File: config.mk
export PLATFORM = sky130hd
export DESIGN_NAME = calendar_date_stepper_top
export DESIGN_NICKNAME = d
export VERILOG_FILES = /design/src/cds_pkg.sv /design/src/calendar_date_stepper_top.sv /design/src/cds_yrmod.sv /design/src/cds_datapath.sv /design/src/cds_ctrl.sv
export SDC_FILE = /design/constraint.sdc
export NUM_CORES = 1
export LEC_CHECK = 0
export BUFFER_PORTS_ARGS = -buffer_cell sky130_fd_sc_hd__buf_2
export CELL_PAD_IN_SITES_DETAIL_PLACEMENT = 1
export CELL_PAD_IN_SITES_GLOBAL_PLACEMENT = 2
export CORE_ASPECT_RATIO = 1.1
export CORE_MARGIN = 5
export CORE_UTILIZATION = 32
export DETAILED_ROUTE_END_ITERATION = 6
export PLACE_DENSITY = 0.88
export SYNTH_ARGS = -nofsm -noshare
export SYNTH_HDL_FRONTEND = slang
export SYNTH_SLANG_ARGS = --single-unit
export TNS_END_PERCENT = 100
File: constraint.sdc
create_clock -name clock -period 3.65 [get_ports clock]
set_clock_uncertainty 0.1 [all_clocks]
set_input_delay 0.365 -clock clock [delete_from_list [all_inputs] [get_ports clock]]
set_output_delay 0.365 -clock clock [all_outputs]
set_load 0.01 [all_outputs]
File: src/cds_pkg.sv
// Shared types, constants and calendar helpers for the calendar date stepper.
`default_nettype none

package cds_pkg;

   // Field widths
   localparam int YEAR_BITS     = 14;
   localparam int COUNT_BITS    = 20;
   localparam int DAY_BITS      = 5;
   localparam int MONTH_BITS    = 4;
   localparam int LIMIT_BITS    = 20;
   localparam int CSR_ADDR_BITS = 3;
   localparam int CSR_DATA_BITS = 32;

   localparam logic [YEAR_BITS-1:0]  YEAR_MAX  = '1;
   localparam logic [COUNT_BITS-1:0] COUNT_MAX = '1;
   localparam logic [LIMIT_BITS-1:0] LIMIT_RESET = '1;

   // Year mod 400 by restoring subtraction of 400 * 2^k, k from MOD_STEPS-1 down to 0
   localparam int MOD_STEPS    = $clog2(((2 ** YEAR_BITS) - 1) / 400 + 1);
   localparam int MOD_IDX_BITS = (MOD_STEPS > 1) ? $clog2(MOD_STEPS) : 1;
   localparam int REM_BITS     = 9;
   localparam logic [REM_BITS-1:0] REM_LAST = 9'd399;

   // Register map: register index is paddr bit 2
   localparam logic CSR_IDX_LIMIT = 1'b0;

   // Months and day lengths
   localparam logic [MONTH_BITS-1:0] MONTH_JAN = 4'd1;
   localparam logic [MONTH_BITS-1:0] MONTH_FEB = 4'd2;
   localparam logic [MONTH_BITS-1:0] MONTH_APR = 4'd4;
   localparam logic [MONTH_BITS-1:0] MONTH_JUN = 4'd6;
   localparam logic [MONTH_BITS-1:0] MONTH_SEP = 4'd9;
   localparam logic [MONTH_BITS-1:0] MONTH_NOV = 4'd11;
   localparam logic [MONTH_BITS-1:0] MONTH_DEC = 4'd12;

   localparam logic [DAY_BITS-1:0] DAY_FIRST = 5'd1;
   localparam logic [DAY_BITS-1:0] DAYS_28   = 5'd28;
   localparam logic [DAY_BITS-1:0] DAYS_29   = 5'd29;
   localparam logic [DAY_BITS-1:0] DAYS_30   = 5'd30;
   localparam logic [DAY_BITS-1:0] DAYS_31   = 5'd31;

   typedef enum logic [1:0] {
      STATUS_OK       = 2'd0,
      STATUS_INVALID  = 2'd1,
      STATUS_LIMIT    = 2'd2,
      STATUS_OVERFLOW = 2'd3
   } status_type;

   typedef struct packed {
      logic                  operation;
      logic [DAY_BITS-1:0]   first_day;
      logic [MONTH_BITS-1:0] first_month;
      logic [YEAR_BITS-1:0]  first_year;
      logic [COUNT_BITS-1:0] day_count;
      logic [DAY_BITS-1:0]   second_day;
      logic [MONTH_BITS-1:0] second_month;
      logic [YEAR_BITS-1:0]  second_year;
   } req_word_type;

   typedef struct packed {
      logic [DAY_BITS-1:0]   result_day;
      logic [MONTH_BITS-1:0] result_month;
      logic [YEAR_BITS-1:0]  result_year;
      logic [COUNT_BITS-1:0] days_between;
      status_type            status;
   } rsp_word_type;

   // Controller to datapath
   typedef struct packed {
      logic load;
      logic mod_second;
      logic cap_first;
      logic cap_second;
      logic step;
      logic finish;
   } ctrl_cmd_type;

   // Datapath to controller
   typedef struct packed {
      logic mod_done;
      logic valid;
      logic stop;
   } dp_status_type;

   // Leap year from the low year bits and the year mod 400
   function automatic logic is_leap(input logic [1:0] y_low, input logic [REM_BITS-1:0] r400);
      logic century;
      century = (r400 == 9'd100) || (r400 == 9'd200) || (r400 == 9'd300);
      return (r400 == '0) || ((y_low == 2'd0) && !century);
   endfunction

   function automatic logic [DAY_BITS-1:0] month_length(input logic [MONTH_BITS-1:0] m,
                                                          input logic leap);
      logic [DAY_BITS-1:0] len;
      case (m) inside
         MONTH_APR, MONTH_JUN, MONTH_SEP, MONTH_NOV: len = DAYS_30;
         MONTH_FEB: len = leap ? DAYS_29 : DAYS_28;
         default: len = DAYS_31;
      endcase
      return len;
   endfunction

endpackage

`default_nettype wire

File: src/calendar_date_stepper_top.sv
// Top level of the calendar date stepper: controller, datapath and limit register.
//
// A word is taken when start is high and busy is low; its result appears on rsp_word
// for exactly one cycle with rsp_valid high, and the receiver cannot stall it. One
// word is worked at a time. Between the start edge and the result strobe come the
// iterative mod 400 reduction of both years, a date check and the one-day-per-cycle
// stepper, which steps the days (add mode: at most day_count; difference mode: the days
// counted); an invalid date gives its result from the check without stepping. busy
// falls in the cycle the result is shown, and a new word may be started in that same
// cycle. The user must write the difference step limit register over the APB port only
// while busy is low; the block itself does not enforce this.
`default_nettype none

module calendar_date_stepper_top (
   input  wire logic                              clock,
   input  wire logic                              reset,
   input  wire logic                              start,
   output logic                                   busy,
   input  wire cds_pkg::req_word_type             req_word,
   output logic                                   rsp_valid,
   output cds_pkg::rsp_word_type                  rsp_word,
   input  wire logic                              csr_psel,
   input  wire logic                              csr_penable,
   input  wire logic                              csr_pwrite,
   input  wire logic [cds_pkg::CSR_ADDR_BITS-1:0] csr_paddr,
   input  wire logic [cds_pkg::CSR_DATA_BITS-1:0] csr_pwdata,
   output logic [cds_pkg::CSR_DATA_BITS-1:0]      csr_prdata,
   output logic                                   csr_pready
);
   import cds_pkg::*;

   logic [LIMIT_BITS-1:0] limit_ff, limit_in;
   logic                  csr_wr;
   ctrl_cmd_type          cmd;
   dp_status_type         stat;

   // Limit register write
   always_comb begin
      csr_wr   = csr_psel && csr_penable && csr_pwrite && csr_pready;
      limit_in = limit_ff;
      if (csr_wr && (csr_paddr[2] == CSR_IDX_LIMIT)) begin
         limit_in = csr_pwdata[LIMIT_BITS-1:0];
      end
   end

   always_ff @(posedge clock) begin
      if (reset) begin
         limit_ff <= LIMIT_RESET;
      end else begin
         limit_ff <= limit_in;
      end
   end

   // Register read
   always_comb begin
      if (csr_paddr[2] == CSR_IDX_LIMIT) begin
         csr_prdata = CSR_DATA_BITS'(limit_ff);
      end else begin
         csr_prdata = '0;
      end
   end

   assign csr_pready = 1'b1;

   cds_ctrl u_ctrl (
      .clock (clock),
      .reset (reset),
      .start (start),
      .stat  (stat),
      .cmd   (cmd),
      .busy  (busy)
   );

   cds_datapath u_datapath (
      .clock     (clock),
      .reset     (reset),
      .req_word  (req_word),
      .limit     (limit_ff),
      .cmd       (cmd),
      .stat      (stat),
      .rsp_valid (rsp_valid),
      .rsp_word  (rsp_word)
   );

endmodule

`default_nettype wire

File: src/cds_yrmod.sv
// Iterative year mod 400 unit, one restoring subtract per cycle.
`default_nettype none

module cds_yrmod (
   input  wire logic                          clock,
   input  wire logic                          reset,
   input  wire logic                          start,
   input  wire logic [cds_pkg::YEAR_BITS-1:0] value,
   output logic                               done,
   output logic [cds_pkg::REM_BITS-1:0]       rem
);
   import cds_pkg::*;

   localparam int W = YEAR_BITS + 1;

   logic [YEAR_BITS-1:0]    rem_ff, rem_in;
   logic [MOD_IDX_BITS-1:0] idx_ff, idx_in;
   logic                    busy_ff, busy_in;
   logic                    done_ff, done_in;
   logic [W-1:0]            sub;
   logic [W-1:0]            trial;

   // One trial subtraction of 400 * 2^idx per cycle
   always_comb begin
      sub     = W'(400) << idx_ff;
      trial   = {1'b0, rem_ff} - sub;
      rem_in  = rem_ff;
      idx_in  = idx_ff;
      busy_in = busy_ff;
      done_in = 1'b0;
      if (start) begin
         rem_in  = value;
         idx_in  = MOD_IDX_BITS'(MOD_STEPS - 1);
         busy_in = 1'b1;
      end else if (busy_ff) begin
         if (!trial[W-1]) begin
            rem_in = trial[YEAR_BITS-1:0];
         end
         if (idx_ff == '0) begin
            busy_in = 1'b0;
            done_in = 1'b1;
         end else begin
            idx_in = idx_ff - 1'b1;
         end
      end
   end

   always_ff @(posedge clock) begin
      if (reset) begin
         busy_ff <= 1'b0;
         done_ff <= 1'b0;
      end else begin
         busy_ff <= busy_in;
         done_ff <= done_in;
      end
   end

   always_ff @(posedge clock) begin
      rem_ff <= rem_in;
      idx_ff <= idx_in;
   end

   assign done = done_ff;
   assign rem  = rem_ff[REM_BITS-1:0];

endmodule

`default_nettype wire

File: src/cds_datapath.sv
// Datapath: date registers, day stepping, checks and the result word register.
`default_nettype none

module cds_datapath (
   input  wire logic                           clock,
   input  wire logic                           reset,
   input  wire cds_pkg::req_word_type          req_word,
   input  wire logic [cds_pkg::LIMIT_BITS-1:0] limit,
   input  wire cds_pkg::ctrl_cmd_type          cmd,
   output cds_pkg::dp_status_type              stat,
   output logic                                rsp_valid,
   output cds_pkg::rsp_word_type               rsp_word
);
   import cds_pkg::*;

   logic                  op_ff, op_in;
   logic [DAY_BITS-1:0]   day_ff, day_in, day2_ff, day2_in;
   logic [MONTH_BITS-1:0] mon_ff, mon_in, mon2_ff, mon2_in;
   logic [YEAR_BITS-1:0]  yr_ff, yr_in, yr2_ff, yr2_in;
   logic [COUNT_BITS-1:0] left_ff, left_in, days_ff, days_in, limit_ff, limit_in;
   logic [REM_BITS-1:0]   r400_ff, r400_in, r400b_ff, r400b_in;
   rsp_word_type          rsp_word_ff, rsp_word_in;
   logic                  rsp_valid_ff;

   logic                  mod_done;
   logic [REM_BITS-1:0]   mod_rem;
   logic [YEAR_BITS-1:0]  mod_value;

   logic                  leap1, leap2, valid1, valid2, valid;
   logic [DAY_BITS-1:0]   mlen1, mlen2;
   logic                  at_target, at_max, left_zero, limit_hit, stop;
   logic [31:0]           limit_wide;
   logic [COUNT_BITS-1:0] limit_cap;
   status_type            fin_status;

   // Shared mod 400 unit: first year straight from the request, then the second year
   assign mod_value = cmd.mod_second ? yr2_ff : req_word.first_year;

   cds_yrmod u_yrmod (
      .clock (clock),
      .reset (reset),
      .start (cmd.load | cmd.mod_second),
      .value (mod_value),
      .done  (mod_done),
      .rem   (mod_rem)
   );

   // Date checks
   always_comb begin
      leap1  = is_leap(yr_ff[1:0], r400_ff);
      leap2  = is_leap(yr2_ff[1:0], r400b_ff);
      mlen1  = month_length(mon_ff, leap1);
      mlen2  = month_length(mon2_ff, leap2);
      valid1 = (yr_ff != '0) && (mon_ff >= MONTH_JAN) && (mon_ff <= MONTH_DEC) &&
               (day_ff >= DAY_FIRST) && (day_ff <= mlen1);
      valid2 = (yr2_ff != '0) && (mon2_ff >= MONTH_JAN) && (mon2_ff <= MONTH_DEC) &&
               (day2_ff >= DAY_FIRST) && (day2_ff <= mlen2);
      valid  = valid1 && (!op_ff || valid2);
   end

   // Stop conditions and outcome
   always_comb begin
      at_target = (day_ff == day2_ff) && (mon_ff == mon2_ff) && (yr_ff == yr2_ff);
      at_max    = (mon_ff == MONTH_DEC) && (day_ff == DAYS_31) && (yr_ff == YEAR_MAX);
      left_zero = (left_ff == '0);
      limit_hit = (days_ff >= limit_ff);
      stop      = op_ff ? (at_target || limit_hit || at_max) : (left_zero || at_max);
      if (!valid) begin
         fin_status = STATUS_INVALID;
      end else if (op_ff) begin
         if (at_target) begin
            fin_status = STATUS_OK;
         end else if (limit_hit) begin
            fin_status = STATUS_LIMIT;
         end else begin
            fin_status = STATUS_OVERFLOW;
         end
      end else begin
         fin_status = left_zero ? STATUS_OK : STATUS_OVERFLOW;
      end
   end

   // Limit capped to the count width
   always_comb begin
      limit_wide = 32'(limit);
      if (limit_wide > 32'(COUNT_MAX)) begin
         limit_cap = COUNT_MAX;
      end else begin
         limit_cap = COUNT_BITS'(limit);
      end
   end

   // Next register values
   always_comb begin
      op_in       = op_ff;
      day_in      = day_ff;
      mon_in      = mon_ff;
      yr_in       = yr_ff;
      left_in     = left_ff;
      day2_in     = day2_ff;
      mon2_in     = mon2_ff;
      yr2_in      = yr2_ff;
      days_in     = days_ff;
      limit_in    = limit_ff;
      r400_in     = r400_ff;
      r400b_in    = r400b_ff;
      rsp_word_in = rsp_word_ff;

      if (cmd.load) begin
         op_in    = req_word.operation;
         day_in   = req_word.first_day;
         mon_in   = req_word.first_month;
         yr_in    = req_word.first_year;
         left_in  = req_word.day_count;
         day2_in  = req_word.second_day;
         mon2_in  = req_word.second_month;
         yr2_in   = req_word.second_year;
         days_in  = '0;
         limit_in = limit_cap;
      end
      if (cmd.cap_first) begin
         r400_in = mod_rem;
      end
      if (cmd.cap_second) begin
         r400b_in = mod_rem;
      end

      // One day forward
      if (cmd.step) begin
         if (day_ff >= mlen1) begin
            day_in = DAY_FIRST;
            if (mon_ff == MONTH_DEC) begin
               mon_in  = MONTH_JAN;
               yr_in   = yr_ff + 1'b1;
               r400_in = (r400_ff == REM_LAST) ? '0 : r400_ff + 1'b1;
            end else begin
               mon_in = mon_ff + 1'b1;
            end
         end else begin
            day_in = day_ff + 1'b1;
         end
         if (op_ff) begin
            days_in = days_ff + 1'b1;
         end else begin
            left_in = left_ff - 1'b1;
         end
      end

      if (cmd.finish) begin
         rsp_word_in.result_day   = day_ff;
         rsp_word_in.result_month = mon_ff;
         rsp_word_in.result_year  = yr_ff;
         rsp_word_in.days_between = days_ff;
         rsp_word_in.status       = fin_status;
      end
   end

   always_ff @(posedge clock) begin
      op_ff       <= op_in;
      day_ff      <= day_in;
      mon_ff      <= mon_in;
      yr_ff       <= yr_in;
      left_ff     <= left_in;
      day2_ff     <= day2_in;
      mon2_ff     <= mon2_in;
      yr2_ff      <= yr2_in;
      days_ff     <= days_in;
      limit_ff    <= limit_in;
      r400_ff     <= r400_in;
      r400b_ff    <= r400b_in;
      rsp_word_ff <= rsp_word_in;
   end

   // Result strobe
   always_ff @(posedge clock) begin
      if (reset) begin
         rsp_valid_ff <= 1'b0;
      end else begin
         rsp_valid_ff <= cmd.finish;
      end
   end

   assign stat.mod_done = mod_done;
   assign stat.valid    = valid;
   assign stat.stop     = stop;
   assign rsp_valid     = rsp_valid_ff;
   assign rsp_word      = rsp_word_ff;

endmodule

`default_nettype wire

File: src/cds_ctrl.sv
// Controller state machine: sequences load, year reduction, check and stepping.
`default_nettype none

module cds_ctrl (
   input  wire logic                  clock,
   input  wire logic                  reset,
   input  wire logic                  start,
   input  wire cds_pkg::dp_status_type stat,
   output cds_pkg::ctrl_cmd_type      cmd,
   output logic                       busy
);
   import cds_pkg::*;

   typedef enum logic [4:0] {
      ST_IDLE  = 5'b00001,
      ST_MOD1  = 5'b00010,
      ST_MOD2  = 5'b00100,
      ST_CHECK = 5'b01000,
      ST_STEP  = 5'b10000
   } fsm_state_type;

   fsm_state_type state_ff, state_in;

   // Next state and commands
   always_comb begin
      cmd      = '0;
      state_in = state_ff;
      case (state_ff)
         ST_IDLE: begin
            if (start) begin
               cmd.load = 1'b1;
               state_in = ST_MOD1;
            end
         end
         ST_MOD1: begin
            if (stat.mod_done) begin
               cmd.cap_first  = 1'b1;
               cmd.mod_second = 1'b1;
               state_in       = ST_MOD2;
            end
         end
         ST_MOD2: begin
            if (stat.mod_done) begin
               cmd.cap_second = 1'b1;
               state_in       = ST_CHECK;
            end
         end
         ST_CHECK: begin
            if (!stat.valid) begin
               cmd.finish = 1'b1;
               state_in   = ST_IDLE;
            end else begin
               state_in = ST_STEP;
            end
         end
         ST_STEP: begin
            if (stat.stop) begin
               cmd.finish = 1'b1;
               state_in   = ST_IDLE;
            end else begin
               cmd.step = 1'b1;
            end
         end
         default: begin
            state_in = ST_IDLE;
         end
      endcase
   end

   always_ff @(posedge clock) begin
      if (reset) begin
         state_ff <= ST_IDLE;
      end else begin
         state_ff <= state_in;
      end
   end

   assign busy = (state_ff != ST_IDLE);

endmodule

`default_nettype wire

==> flow_summary.toml <==
[status]
status = "finished, final reports clean"

[critical_path]
r2r-start = "u_datapath.u_yrmod.idx_ff[0]$_SDFFE_PN1P_"
crit_arrival_ns = 3.51
cp.required_ns = 3.78
reg2reg_slack_ns = 0.28
max_stage_delay_ns = 0.40
cp-end-kind = "flip-flop"
slowest_stage = "dfxtp_1"
path_cells = "inv_1 > ha_1 > ha_1 > inv_1 > ha_1 > o21a_1 > o21a_1 > o21a_1 > o2111ai_2 > nand4b_1 > a31oi_1 > xnor2_1 > o21ai_1 > buf_4"
timing.rr.end = "u_datapath.u_yrmod.rem_ff[11]$_DFFE_PP_"
cp-start-kind = "flip-flop"
ff2ff_path_depth = 14
cp_max_fo = 11
path_class = "flip-flop to flip-flop"

[sta]
tightest_slew_ns = 0.914
hold_viol = 0
setup_viol = 0
max_freq_mhz = 296
fin_ws_ns = 0.277
period_share = 0.924
drv_slew = 0
rsz0062_at_grt = "no"
fin_tns_setup_ns = 0
post-route-min-period_ns = 3.37
hold_ws_ns = 0.0249
slew_headroom = 0.387

[layout]
drive_above_1_share = 0.199
layout_common_cells = "160 x buf_2, 118 x nand2_1, 117 x edfxtp_1"
nets = 1476
final.fill_count = 3792
final_common_cell = "buf_2"
area_growth_syn_to_layout_pct = 25.2

[hold_path]
hold_end = "u_datapath.day_ff[1]$_DFFE_PP_"
hp-class = "primary input to flip-flop"
min_path_cells = 3
hp-start = "req_word[62]"

[floorplan]
die_w_um = 185
core_area_sq_um = 33300
dieHeight_um = 202
rows = 70
ios = 188
start_util = 0.324
die_area_sq_um = 37500

[power]
power_frac_comb = 0.220
p_int_uw = 5090
p_switching_uw = 2240
p_leak_uw = 0.00556
power_frac_seq = 0.432
p_clk_frac = 0.348
swShare = 0.306
ir_drop_mv = 0.355
powerDensity_nw_per_um2 = 543

[synth]
syn_area_per_cell_sq_um = 9.84
syn-cell-area_sq_um = 10800
yosysWarnings = 0
synth_enable_flop_cells = 117
synth-async-reset-ratio = 0
synth_seq_cells = 215
syn_inst = 1095
ys_seq_area_frac = 0.508
ys_types = 76
synth_ff_type = "edfxtp_1"

[drt]
wire_per_inst_um = 19.0
viasPerCell = 5.18
vias = 9152
drt-initial-drc-count = 419
ant_nets = 0
routed_wl_mm = 33.5
firstDrtPassIters = 4
drc = 0

[global_routing]
grt_pass1_wl_mm = 52.3
grt_pass1_vias = 9456
grtUsageTotal = 0.173
grt_max_degree = 74
grt_antenna_before_repair = 6
grt_overflow = 0

[cts]
clock_latency_ns = 0.54
clock_path_buffers = 3
clock_sinks = 215
h-tree-depth = 1
path_clk_slew_ns = 0.06
cts_made_buffers = 25
cts_tree = "yes"
cts_root_buf = "clkbuf_16"
post_cts_buffers = 0

[run]
drv_cap = 0

[place]
dp_hpwl_mm = 24.2
pre_cts_ws_ns = 0.161
portBuffers = 160
gp_congestion = 0.852
cells in the mapped netlist (22+ instances only):
master    instances  share of area
nand2_1         120          0.042
clkbuf_1         32          0.011
nand3b_1         22          0.015
a21oi_1          54          0.025
nor2_1           86          0.030
o21ai_0          63          0.029
inv_1            60          0.021
edfxtp_1        117           0.33
xor2_1           27          0.022
nand3_1          40          0.019
nor3_1           32          0.015
nor2b_1          22          0.013
dfxtp_1          98           0.18
ha_1             53          0.062
logic make-up after synthesis:
family	after synthesis	synth area share
adder cells (fa/ha/maj)	53	0.0615
XOR/XNOR	34	0.0276
flip-flops	215	0.508
buffers and inverters	121	0.0492
other	2	0.000697
multiplexers	11	0.0104
AO/OA/AOI/OAI	238	0.144
AND/OR/NAND/NOR	421	0.198
critical path, delay by kind of cell (launching register included):
| kind | cells | cell delay, ns |
|---|---|---|
| buffers and inverters | 3 | 0.41 |
| adder cells (fa/ha/maj) | 3 | 0.70 |
| XOR/XNOR | 1 | 0.08 |
| AND/OR/NAND/NOR | 1 | 0.15 |
| AO/OA/AOI/OAI | 6 | 1.21 |
| flip-flops | 1 | 0.40 |
worst max-delay path by stage:
stage                                                    startpoint                                 endpoint  slack (ns)  depth (start not counted)
after floorplan                       u_datapath.days_ff[0]$_DFF_P_     u_datapath.rsp_word[0]$_SDFFCE_PN1P_        0.10                         10
after global placement    u_datapath.u_yrmod.idx_ff[1]$_SDFFE_PN0P_   u_datapath.u_yrmod.rem_ff[4]$_DFFE_PP_        0.25                         14
after detailed placement  u_datapath.u_yrmod.idx_ff[1]$_SDFFE_PN0P_   u_datapath.u_yrmod.rem_ff[4]$_DFFE_PP_        0.16                         14
after CTS                 u_datapath.u_yrmod.idx_ff[1]$_SDFFE_PN0P_  u_datapath.u_yrmod.rem_ff[12]$_DFFE_PP_        0.15                         14
after global routing      u_datapath.u_yrmod.idx_ff[0]$_SDFFE_PN1P_  u_datapath.u_yrmod.rem_ff[11]$_DFFE_PP_        0.06                         14
final                     u_datapath.u_yrmod.idx_ff[0]$_SDFFE_PN1P_  u_datapath.u_yrmod.rem_ff[11]$_DFFE_PP_        0.28                         14
sequential cells by signal, summed over array words and instances (netlist names), 5 cells and up:
name / flops
u_datapath.yr2_ff: 14
u_datapath.days_ff: 20
u_datapath.rsp_word: 45
u_datapath.day_ff: 5
u_datapath.day2_ff: 5
u_datapath.left_ff: 20
u_datapath.r400_ff: 9
u_datapath.limit_ff: 20
u_datapath.u_yrmod.rem_ff: 14
u_datapath.r400b_ff: 9
limit_ff: 20
u_datapath.yr_ff: 14
u_ctrl.state_ff: 5
repair_timing:
| action | in CTS | in global routing |
|---|---|---|
| resized for setup | 0 | 4 |
| setup endpoints to repair | 0 | 14 |
| endpoints found under the hold margin | 55 | 0 |
| hold buffers | 55 | 0 |
power by group through the flow:
| stage | sequential (uW) | combinational (uW) | clock (uW) |
|---|---|---|---|
| after global placement | 3190 | 1490 | 0 |
| after global routing | 3190 | 1820 | 2730 |
| after CTS | 3160 | 1610 | 2620 |
| final | 3170 | 1610 | 2550 |
| after detailed placement | 3210 | 1550 | 0 |
| after floorplan | 3080 | 1170 | 0 |
cell type report:
type,count,area (sq um),share of cell area
timing repair buffer,242,1580,0.117
inverter,61,229,0.0170
tap,432,541,0.0400
sequential,215,5480,0.406
multi-input combinational,770,4830,0.358
antenna,2,5.00,0.000371
clock inverter,14,131,0.00973
clock buffer,32,703,0.0521
metrics by stage:
| step | cell area [sq um] | power [uW] | instances | util |
|---|---|---|---|---|
| 4_1_cts | 13500 | 7380 | 1766 | 0.405 |
| 2_1_floorplan | 10800 | 4250 | 1106 | - |
| 5_1_grt | 13500 | 7740 | 1768 | 0.406 |
| 6_report | 13500 | 7330 | 1768 | 0.406 |
| 3_5_place_dp | 12100 | 4760 | 1665 | 0.363 |
| 3_3_place_gp | 12100 | 4680 | 1665 | 0.363 |
per-layer routing:
layer  wire (um)  part of all wire  vias to the layer above  global-route usage
met5          55            0.0016                        -                   0
met4         905             0.027                        8              0.0514
met3        1560             0.046                       55              0.0271
met2       16400              0.49                      203               0.300
met1       14600              0.44                     4475               0.221
li1            -                 -                     4411                   -
(Power assumes the default switching activity.)
